===== src/rtl/audio_matrix_mixer_top_defines.svh =====
// assertion macros shared by the mixer rtl
`ifndef AUDIO_MATRIX_MIXER_TOP_DEFINES_SVH
`define AUDIO_MATRIX_MIXER_TOP_DEFINES_SVH

// same-cycle implication, checked on clk with reset masked
`define AMM_ASSERT_IMP(name, ante, cons, msg) \
  name: assert property (@(posedge clk) disable iff (!rst_n) (ante) |-> (cons)) \
    else $error(msg);

// next-cycle implication, checked on clk with reset masked
`define AMM_ASSERT_NXT(name, ante, cons, msg) \
  name: assert property (@(posedge clk) disable iff (!rst_n) (ante) |=> (cons)) \
    else $error(msg);

`endif


===== src/rtl/amm_pkg.sv =====
// shared types, constants and helpers of the matrix mixer
package amm_pkg;

  localparam int MAX_INPUTS  = 16;
  localparam int MAX_OUTPUTS = 16;
  localparam int CH_W        = 4;
  localparam int CNT_W       = 5;
  localparam int SMP_W       = 24;
  localparam int GAIN_W      = 18;
  localparam int PROD_W      = SMP_W + GAIN_W;
  localparam int ACC_W       = 48;
  localparam int SUM_W       = ACC_W + 1;
  localparam int TBL_DEPTH   = MAX_INPUTS * MAX_OUTPUTS;
  localparam int TBL_AW      = 2 * CH_W;
  localparam int RND_SH      = 14;
  localparam int CFG_IDX_W   = 1;

  localparam logic [1:0] KIND_SAMPLE   = 2'd0;
  localparam logic [1:0] KIND_SET_GAIN = 2'd1;
  localparam logic [1:0] KIND_CLEAR    = 2'd2;

  localparam logic RK_SAMPLE = 1'b0;
  localparam logic RK_ACK    = 1'b1;

  localparam logic STS_OK    = 1'b0;
  localparam logic STS_RANGE = 1'b1;

  localparam logic [CFG_IDX_W-1:0] REG_NUM_INPUTS  = 1'd0;
  localparam logic [CFG_IDX_W-1:0] REG_NUM_OUTPUTS = 1'd1;

  localparam logic [CNT_W-1:0] IN_CAP  = CNT_W'(MAX_INPUTS);
  localparam logic [CNT_W-1:0] OUT_CAP = CNT_W'(MAX_OUTPUTS);

  typedef struct packed {
    logic             load;
    logic             gain_wr;
    logic             tbl_clr;
    logic             mac_rd;
    logic             emit;
    logic             ack;
    logic             ack_status;
    logic             acc_clr;
    logic [CH_W-1:0]  idx;
    logic             idx_last;
  } amm_cmd_t;

  typedef struct packed {
    logic [1:0]       kind;
    logic             frame_end;
    logic             in_active;
    logic             gain_ok;
    logic [CNT_W-1:0] n_out;
    logic             pipe_busy;
    logic             out_free;
  } amm_sts_t;

  function automatic logic [CNT_W-1:0] cap_count(input logic [CNT_W-1:0] v,
                                                 input logic [CNT_W-1:0] cap);
    cap_count = (v > cap) ? cap : v;
  endfunction

endpackage


===== src/rtl/amm_ctrl.sv =====
// controller: sequences decode, mac sweep, drain, readout and acknowledge
`include "audio_matrix_mixer_top_defines.svh"
module amm_ctrl import amm_pkg::*; (
  input  logic     clk,
  input  logic     rst_n,
  input  logic     in_valid,
  output logic     in_ready,
  output amm_cmd_t cmd,
  input  amm_sts_t sts
);

  typedef enum logic [2:0] {
    ST_IDLE,
    ST_DECODE,
    ST_MAC,
    ST_DRAIN,
    ST_EMIT,
    ST_ACK
  } state_t;

  state_t          state_r, state_nxt;
  logic [CH_W-1:0] cnt_r, cnt_nxt;

  always_comb begin
    state_nxt    = state_r;
    cnt_nxt      = cnt_r;
    cmd          = '0;
    cmd.idx      = cnt_r;
    cmd.idx_last = ({1'b0, cnt_r} == (sts.n_out - CNT_W'(1)));
    case (state_r)
      ST_IDLE: begin
        if (in_valid) begin
          cmd.load  = 1'b1;
          state_nxt = ST_DECODE;
        end
      end
      ST_DECODE: begin
        cnt_nxt = '0;
        case (sts.kind)
          KIND_SET_GAIN: begin
            cmd.gain_wr = sts.gain_ok;
            state_nxt   = ST_ACK;
          end
          KIND_CLEAR: begin
            cmd.tbl_clr = 1'b1;
            state_nxt   = ST_ACK;
          end
          KIND_SAMPLE: begin
            if (sts.in_active && sts.n_out != '0) begin
              state_nxt = ST_MAC;
            end else if (sts.frame_end && sts.n_out != '0) begin
              state_nxt = ST_EMIT;
            end else begin
              cmd.acc_clr = sts.frame_end;
              state_nxt   = ST_IDLE;
            end
          end
          default: state_nxt = ST_IDLE;
        endcase
      end
      ST_MAC: begin
        cmd.mac_rd = 1'b1;
        cnt_nxt    = cnt_r + CH_W'(1);
        if (cmd.idx_last) begin
          cnt_nxt   = '0;
          state_nxt = ST_DRAIN;
        end
      end
      ST_DRAIN: begin
        if (!sts.pipe_busy) begin
          state_nxt = sts.frame_end ? ST_EMIT : ST_IDLE;
        end
      end
      ST_EMIT: begin
        if (sts.out_free) begin
          cmd.emit = 1'b1;
          cnt_nxt  = cnt_r + CH_W'(1);
          if (cmd.idx_last) begin
            cmd.acc_clr = 1'b1;
            cnt_nxt     = '0;
            state_nxt   = ST_IDLE;
          end
        end
      end
      ST_ACK: begin
        if (sts.out_free) begin
          cmd.ack        = 1'b1;
          cmd.ack_status = (sts.kind == KIND_SET_GAIN && !sts.gain_ok) ? STS_RANGE : STS_OK;
          state_nxt      = ST_IDLE;
        end
      end
      default: state_nxt = ST_IDLE;
    endcase
  end

  always_ff @(posedge clk) begin
    if (!rst_n) begin
      state_r <= ST_IDLE;
      cnt_r   <= '0;
    end else begin
      state_r <= state_nxt;
      cnt_r   <= cnt_nxt;
    end
  end

  assign in_ready = (state_r == ST_IDLE);

  `AMM_ASSERT_IMP(a_result_slot_free, cmd.emit || cmd.ack, sts.out_free,
                  "result loaded while output register still occupied")
  `AMM_ASSERT_IMP(a_mac_idx_range, cmd.mac_rd, {1'b0, cmd.idx} < sts.n_out,
                  "mac sweep beyond active outputs")
  `AMM_ASSERT_IMP(a_clr_on_frame_end, cmd.acc_clr,
                  sts.frame_end && sts.kind == KIND_SAMPLE,
                  "accumulators cleared without a frame end")

endmodule


===== config.mk =====
export PLATFORM = sky130hd
export DESIGN_NAME = amm_ctrl
export DESIGN_NICKNAME = d
export VERILOG_FILES = /design/src/rtl/amm_pkg.sv /design/src/rtl/amm_ctrl.sv
export VERILOG_INCLUDE_DIRS = /design/src /design/src/rtl
export SDC_FILE = /design/constraint.sdc
export NUM_CORES = 1
export LEC_CHECK = 0
export ABC_AREA = 1
export BUFFER_PORTS_ARGS = -buffer_cell sky130_fd_sc_hd__buf_2
export CORE_MARGIN = 2
export CORE_UTILIZATION = 43
export CTS_CLUSTER_DIAMETER = 50
export DETAILED_ROUTE_END_ITERATION = 10
export GPL_TIMING_DRIVEN = 0
export PLACE_DENSITY_LB_ADDON = 0.2
export SYNTH_ARGS = -nofsm -noshare
export SYNTH_HDL_FRONTEND = slang
export SYNTH_SLANG_ARGS = --single-unit

===== constraint.sdc =====
create_clock -name clk -period 1.3 [get_ports clk]
set_input_delay 0.195 -clock clk [delete_from_list [all_inputs] [get_ports clk]]
set_output_delay 0.195 -clock clk [all_outputs]
set_load 0.05 [all_outputs]

* Yosys cells after proc, flatten, opt, wreduce, memory -nomap -nowiden *
Index checks and enable logic that the tools add are counted.

storage, ports and cells
  memories = 0
  memory bits (read-only) = 0
  input bits = 15
  output and inout bits = 14
  memory bits (writable) = 0
  latch bits = 0
  word-level logic and storage cells = 60
  register bits = 7

cells by class
  muxes and demuxes = 31
  $lt $le $gt $ge = 0
  multipliers = 0
  eq/ne operators = 14
  shifts and indexed selects = 0
  divide/modulo/power cells = 0
  add/sub/neg operators = 2
  bitwise logic cells = 0
  reductions and logical operators = 11

operators by type and width
  kind                 number
  $mux 3               9
  $pmux 3 s6           1
  $mux 1               13
  $ne 2x2->1 const B   6
  $pmux 4 s3           1
  $mux 4               2
  $eq 3x2->1 const B   2
  $eq 3x3->1 const B   2
  $mux 2               3
  $pmux 3 s2           1
  $reduce_and 6->1     1
  $eq 4x5->1           1
  $reduce_bool 5->1    1
  $sub 5x1->5 const B  1
  $add 4x1->4 const B  1
  $eq 3x1->1 const B   1
  $logic_and 1x1->1    3
  $logic_not 3->1      1
  $reduce_bool 3->1    1
  $eq 2x1->1 const B   1
  $eq 2x2->1 const B   1
  $logic_not 2->1      1
  $pmux 1 s2           1
  $reduce_and 2->1     1
  2 further kinds      2

* Logic depth before layout (Yosys ltp) *
Gate-level depths: netlist of run 1.

  depth after elaboration = 6
  depth in mapped cells = 12

* Worst setup path before layout of run 1 *
Ideal clock, no wire load.

  path type = flip-flop to output port
  from = register state_r[0]
  to = output port cmd[6] (netlist name)
  data required time = 1.105 ns
  arrival = 2.079 ns
  cell stages (with the launch flop) = 7
  slack = -0.974 ns
  cells stage by stage = dfxtp_1 -> nand2_1 -> nor2_1 -> inv_1 -> nor2_1 -> nand2_1 -> nor2_1

RTL lines
  element                 line             text
  start, declared         amm_ctrl.sv:21   state_t state_r, state_nxt;
  start signal, assigned  amm_ctrl.sv:101  state_r <= state_nxt;
  end, declared           amm_ctrl.sv:8    output amm_cmd_t cmd,

==> results of run 1 <==
## final timing paths
kind	startpoint	end	slack (ps)
setup / recovery	cnt_r[3]	cmd[5]	-410
hold reg to reg	cnt_r[1]	cnt_r[1]	520
setup reg to reg	state_r[1]	state_r[0]	-180
hold / removal	rst_n	state_r[1]	210
## cell type report
class / instances / area (sq um)
Clock buffer: 4 / 26.3
Timing Repair Buffer: 44 / 367
Inverter: 25 / 123
Fill cell: 96 / 272
Sequential cell: 7 / 166
Tap cell: 25 / 31.3
Multi-Input combinational cell: 101 / 723
## timing repair
item	4_1_cts	5_1_grt
gates resized for setup	37	41
pin swaps	9	13
setup endpoints to repair	14	17
setup buffers	7	9
## sequential cells by signal, summed over array words and instances, names as in the netlist
register  count
cnt_r         4
state_r       3
## metrics by stage
step	power (mW)	setup WS, ps	instance area, sq um
2_1_floorplan	1.09	-288	842
3_3_place_gp	1.27	-432	1010
3_5_place_dp	1.28	-448	1010
4_1_cts	1.67	-338	1200
5_1_grt	2.36	-489	1440
6_report	2.25	-415	1440
## cell families (layout without fill, tap and decap cells)
logic type,count (synthesis),count (layout),share of synthesized area
AND/OR/NAND/NOR,83,83,0.496
flip-flops,7,7,0.183
buffers and inverters,25,73,0.123
AO/OA/AOI/OAI,10,10,0.0769
XOR/XNOR,2,2,0.0229
adder cells (fa/ha/maj),6,6,0.0982
## metal layers
| layer | up-vias | track usage | routed length [microns] |
|---|---|---|---|
| met5 | - | 0 | 0 |
| li1 | 509 | - | - |
| met3 | 8 | 0.0275 | 118 |
| met2 | 42 | 0.319 | 1560 |
| met4 | 0 | 0.0400 | 75 |
| met1 | 485 | 0.246 | 1160 |
## cells in the final DEF, fill, tap and decap left out, types with 5 or more instances in the layout
cell	n
buf_6	7
nand2_2	8
inv_4	7
buf_8	6
nor2_1	9
buf_4	11
nor2_4	9
nand3_1	6
ha_1	5
dfxtp_4	7
nand2_1	33
inv_1	13
buf_2	19
## worst min-delay path: stages
cell,delay [ps]
buf_2,120
nand2_1,60
nor2_1,40
## power by group through the flow
stage / combinational [mW] / sequential, mW / clock (mW)
finish: 1.67 / 0.387 / 0.192
global route: 1.75 / 0.392 / 0.216
CTS: 1.09 / 0.372 / 0.203
detailed placement: 0.930 / 0.354 / 0
global placement: 0.913 / 0.352 / 0
floorplan: 0.679 / 0.411 / 0
==> impl_metrics.ini, run 1 <==
[status]
status = finished with violations
failed_checks = negative setup slack

[cells_and_area]
n_antenna_cell = 0
area_growth_pct = 87.9
stdcell_count = 206
finalNetCount = 203
final_layout_size_suffix_gt1_frac = 0.575
final_util = 0.841

[logic_synthesis]
ys.flop_type = dfxtp_1
synth_most_common_cell = nand2_1
synth.area.top_cells = nand2_1 (21%), dfxtp_1 (18%), inv_1 (11%), ha_1 (9.8%), nor2_1 (9.3%)
post_synth_num_cell_types = 19
synth_area_per_cell_sq_um = 5.75
synth.top_cells.by_count = nand2_1 (42), inv_1 (22), nor2_1 (19), nand3_1 (8)
syn-cell-area_sq_um = 764
yosys_warnings = 0
synthArstFlopShare = 0
ys_seq_area_frac = 0.183
ys_seq_elements = 7
synth_edf_count = 0
syn_inst = 133
synth_top_area_frac = 0.206
synthesis.nets = 154
yosys.area.top_type = nand2_1

[clock_network]
cts_buffers = 3
cts_sinks = 7
cts.reportedPaths.clkPinSlew_ps = 50
cts.htree.levels = 1
cts_root_buf = clkbuf_4
tritoncts = done
clockBufferDepth = 2
insertion_delay_ps = 250
cts_hold_buf = 0

[sta]
period_needed_ps = 1710
fin_skew_ps = 5.03
period_share = 1.32
hold_violations = 0
setup_viol = 16
whs_ps = 211
tns_ps = -2490
grt_setup_unrepaired = true
worstMarginPinSlew_ps = 252
setup_ws_ps = -415
slew_viol_final = 0
slew_headroom = 0.832
fmax_mhz = 583

[critical_path]
path_class = register to output pin
worst-path-stages = 11
cp_slowest_cell = dfxtp_4
cp_top_family = simple AND/OR/NAND/NOR gates
required_ps = 1110
cp_max_fo = 4
cp_common_cell = nand2_1
path_cells = inv_4 -> nand2_1 -> nand2_1 -> nand2_1 -> nand2_1 -> nor2_2 -> nand2_2 -> clkinvlp_4 -> nand2_2 -> o31ai_4 -> buf_6
crit_buf_inv = 3
end_kind = output pin
r2r_cells = 10
arrival_ps = 1520
slowest_delay_ps = 370
worst_setup_path_start_kind = register

[power_and_ir_drop]
powerDensity_nw_per_um2 = 1560
p_sw_mw = 1.17
vdd_ir_drop_max_mv = 1.25
p_comb_frac = 0.743
clkPwrFrac = 0.085
sw_frac_of_total = 0.521
p_leak_nw = 0.680
seq_power_share = 0.172
power.internal_mw = 1.08

[place]
placed_cells = 186
gp_congestion = 0.850
io_buffers = 28
dpl.hpwl_microns = 1390

[drt]
drc = 0
drtPass1Iterations = 6
vias_per_cell = 5.07
num_vias = 1044
drtIter0Drc = 26
wl_per_cell_microns = 14.1
drt_wl_total_microns = 2910
postRouteAntennaNets = 0

[global_routing]
grt_pass1_wl_microns = 3030
grt_util_all_layers = 0.187
antenna_found_initial = 0
grt_overflow = 0
grt_max_degree = 8
grt_pass1_vias = 776

[floorplanning]
placementRows = 15
core_sq_um = 1710
die_y_microns = 46.2
ios = 29
floorplan.initialDensity = 0.448
die_area_sq_um = 2130
die_w_microns = 46.2

[flow_run]
drv_cap = 0

[min_path]
hold_depth = 3
worst_hold_path_type = input port to register
Power figures use the tool's default switching activity.
==> inputs of run 2 (changes only) <==
Settings changed: ABC_AREA 1 to unset, CORE_UTILIZATION 43 to 47.
Clock period 1.3 ns to 1.75 ns, I/O delays scaled along.
==> run 2 against run 1 <==
  * The flow still finishes with violations (negative setup slack)
  * Register-to-register slack improved by 320 ps
  * Synthesized cell count fell by 25%
  * Clock power fell by 26%
  * Cell area fell by 22%
  * Wire length fell by 39%
  * Area after synthesis fell by 2.5%
  * Critical endpoint unchanged
  * Power fell by 67%
  * Clock skew fell by 4.2 ps
==> impl_metrics.ini, run 2 <==
[cells_and_area]
mostFrequentLayoutCell = buf_2
multiInputGateArea_sq_um = 631
final_util = 0.750
largest_reg_flops = 4
regArea_sq_um = 145
final_layout_size_suffix_gt1_frac = 0.441
regMostFlops = cnt_r
mostFrequentLayoutCells = buf_2 (23), inv_1 (7), nor2_1 (7), nand2_1 (7), a21oi_1 (7)
area_growth_pct = 49.7
n_antenna_cell = 0
largestRegisters = cnt_r x4, state_r x3
fillers = 113
finish.instance_area_sq_um = 1120
finalNetCount = 158
stdcell_count = 152

[drt]
postRouteAntennaNets = 0
wl_per_cell_microns = 11.6
drt_wl_total_microns = 1770
vias_per_cell = 5.45
num_vias = 828
drc = 0
drtIter0Drc = 21
drtPass1Iterations = 4

[min_path]
worst_hold_path_type = input port to register
hold_depth = 2
worstHoldStart = rst_n
min_to = state_r[0]

[sta]
period_needed_ps = 1850
period_share = 1.06
whs_ps = 270
setup_viol = 2
hold_violations = 0
slew_headroom = 0.624
fin_skew_ps = 0.849
fmax_mhz = 540
tns_ps = -185
worstMarginPinSlew_ps = 561
grt_setup_unrepaired = true
setup_ws_ps = -100
slew_viol_final = 0

[place]
placed_cells = 144
io_buffers = 28
gp_congestion = 0.721
placed_area_sq_um = 995
place_ws_ps = -425
dpl.hpwl_microns = 1390

[floorplanning]
core_sq_um = 1490
die_w_microns = 43.8
floorplan.initialDensity = 0.501
die_y_microns = 43.8
die_area_sq_um = 1920
placementRows = 14
ios = 29

[clock_network]
cts_sinks = 7
tritoncts = done
cts.htree.levels = 1
insertion_delay_ps = 250
clockBufferDepth = 2
cts.reportedPaths.clkPinSlew_ps = 50
cts_buffers = 3
cts_root_buf = clkbuf_4

[critical_path]
path_cells = buf_6 -> inv_12 -> ha_4 -> nand2b_4 -> and3b_1 -> o2111ai_4 -> clkinvlp_4 -> a2bb2o_4 -> buf_8
reg2reg_to = state_r[2]
slowest_delay_ps = 240
arrival_ps = 1590
crit_buf_inv = 4
r2r_cells = 7
reg2reg_slack_ps = 140
worst_setup_path_start_kind = input port
cp_max_fo = 3
end_kind = output pin
r2r-start = cnt_r[3]
required_ps = 1490
cp_slowest_cell = o2111ai_4
cp_top_family = compound AO/OA/AOI/OAI gates
path_class = input port to output pin

[status]
failed_checks = negative setup slack
status = finished with violations

[logic_synthesis]
yosys_warnings = 0
synth_most_common_cell = inv_1
synth_top_area_frac = 0.188
post_synth_num_cell_types = 33
synth_area_per_cell_sq_um = 7.46
synth.area.top_cells = dfxtp_1 (19%), ha_1 (10%), inv_1 (5.0%), a21oi_1 (4.7%), xnor2_1 (4.7%)
synth.top_cells.by_count = inv_1 (10), nor2_1 (8), a21oi_1 (7), dfxtp_1 (7), nand2_1 (7)
synthesis.nets = 121
yosys.area.top_type = dfxtp_1
synth_edf_count = 0
ys_seq_elements = 7
ys_seq_area_frac = 0.188
ys.flop_type = dfxtp_1
syn_inst = 100
syn-cell-area_sq_um = 746
synthArstFlopShare = 0

[global_routing]
grt_pass1_wl_microns = 2960
grt_overflow = 0
grt_util_all_layers = 0.200
antenna_found_initial = 0
grt_max_degree = 11
grt_pass1_vias = 754

[power_and_ir_drop]
p_leak_nw = 0.500
powerDensity_nw_per_um2 = 672
vdd_ir_drop_max_mv = 0.712
p_total_mw = 0.750

[flow_run]
drv_cap = 0
## run 2: cell types whose count changed in the layout (fill, tap and decap cells not counted), moves of 5 or more
cell	previous run	this run
buf_4	11	6
inv_4	7	0
nand2_1	33	7
inv_1	13	7
buf_6	7	2
o21ai_0	0	6
dfxtp_4	7	0
nor2_4	9	0
nand2_2	8	0
## run 2: cell type report
type | instances | share of cell area
multi-input cells | 80 | 0.565
repair buffers | 32 | 0.195
flip-flops and latches | 7 | 0.130
inverters | 10 | 0.0527
clock buffers | 4 | 0.0235
well taps | 16 | 0.0179
plain buffers | 3 | 0.0157
## run 2: worst max path at each step
stage | depth (start not counted) | to | start
5_1_grt | 9 | cmd[5] | sts[3]
2_1_floorplan | 7 | cmd[5] | sts[3]
3_3_place_gp | 9 | cmd[5] | sts[3]
6_report | 9 | cmd[5] | sts[3]
4_1_cts | 9 | cmd[5] | sts[2]
3_5_place_dp | 9 | cmd[5] | sts[3]
## run 2: worst register-to-register path, stage by stage, from the launching register on
cell and delay, ps:
dfxtp_2 340, xor2_1 170, xnor2_1 240, o2111ai_4 160
buf_4 170, buf_4 150, a21oi_1 170, nor4b_2 70
## run 2: cells by family after synthesis
| family | after synthesis | synth area share |
|---|---|---|
| compound gates | 23 | 0.235 |
| xor+xnor | 5 | 0.0587 |
| fa+ha+maj | 6 | 0.101 |
| buf+inv | 13 | 0.0705 |
| flops | 7 | 0.188 |
| simple gates | 46 | 0.347 |
## run 2: what timing repair did
item / CTS / global route
hold buffers: 0 / 0
setup endpoints to repair: 4 / 6
pin swaps: 4 / 0
resized for setup: 16 / 5
buffers inserted: 3 / 1
## run 2: power breakdown
group	leakage (nW)	switching (mW)	internal (mW)
logic	0.426	0.270	0.149
clock network	0.0150	0.0555	0.0867
registers	0.0589	0.0151	0.174
## run 2: per-layer routing
metal	wire [microns]	share of wire	global-route usage	vias to the layer above
met5	0	0	0	-
met2	878	0.50	0.341	30
met1	793	0.45	0.247	368
li1	-	-	-	430
met3	98	0.055	0.0500	0
met4	0	0	0.0606	0
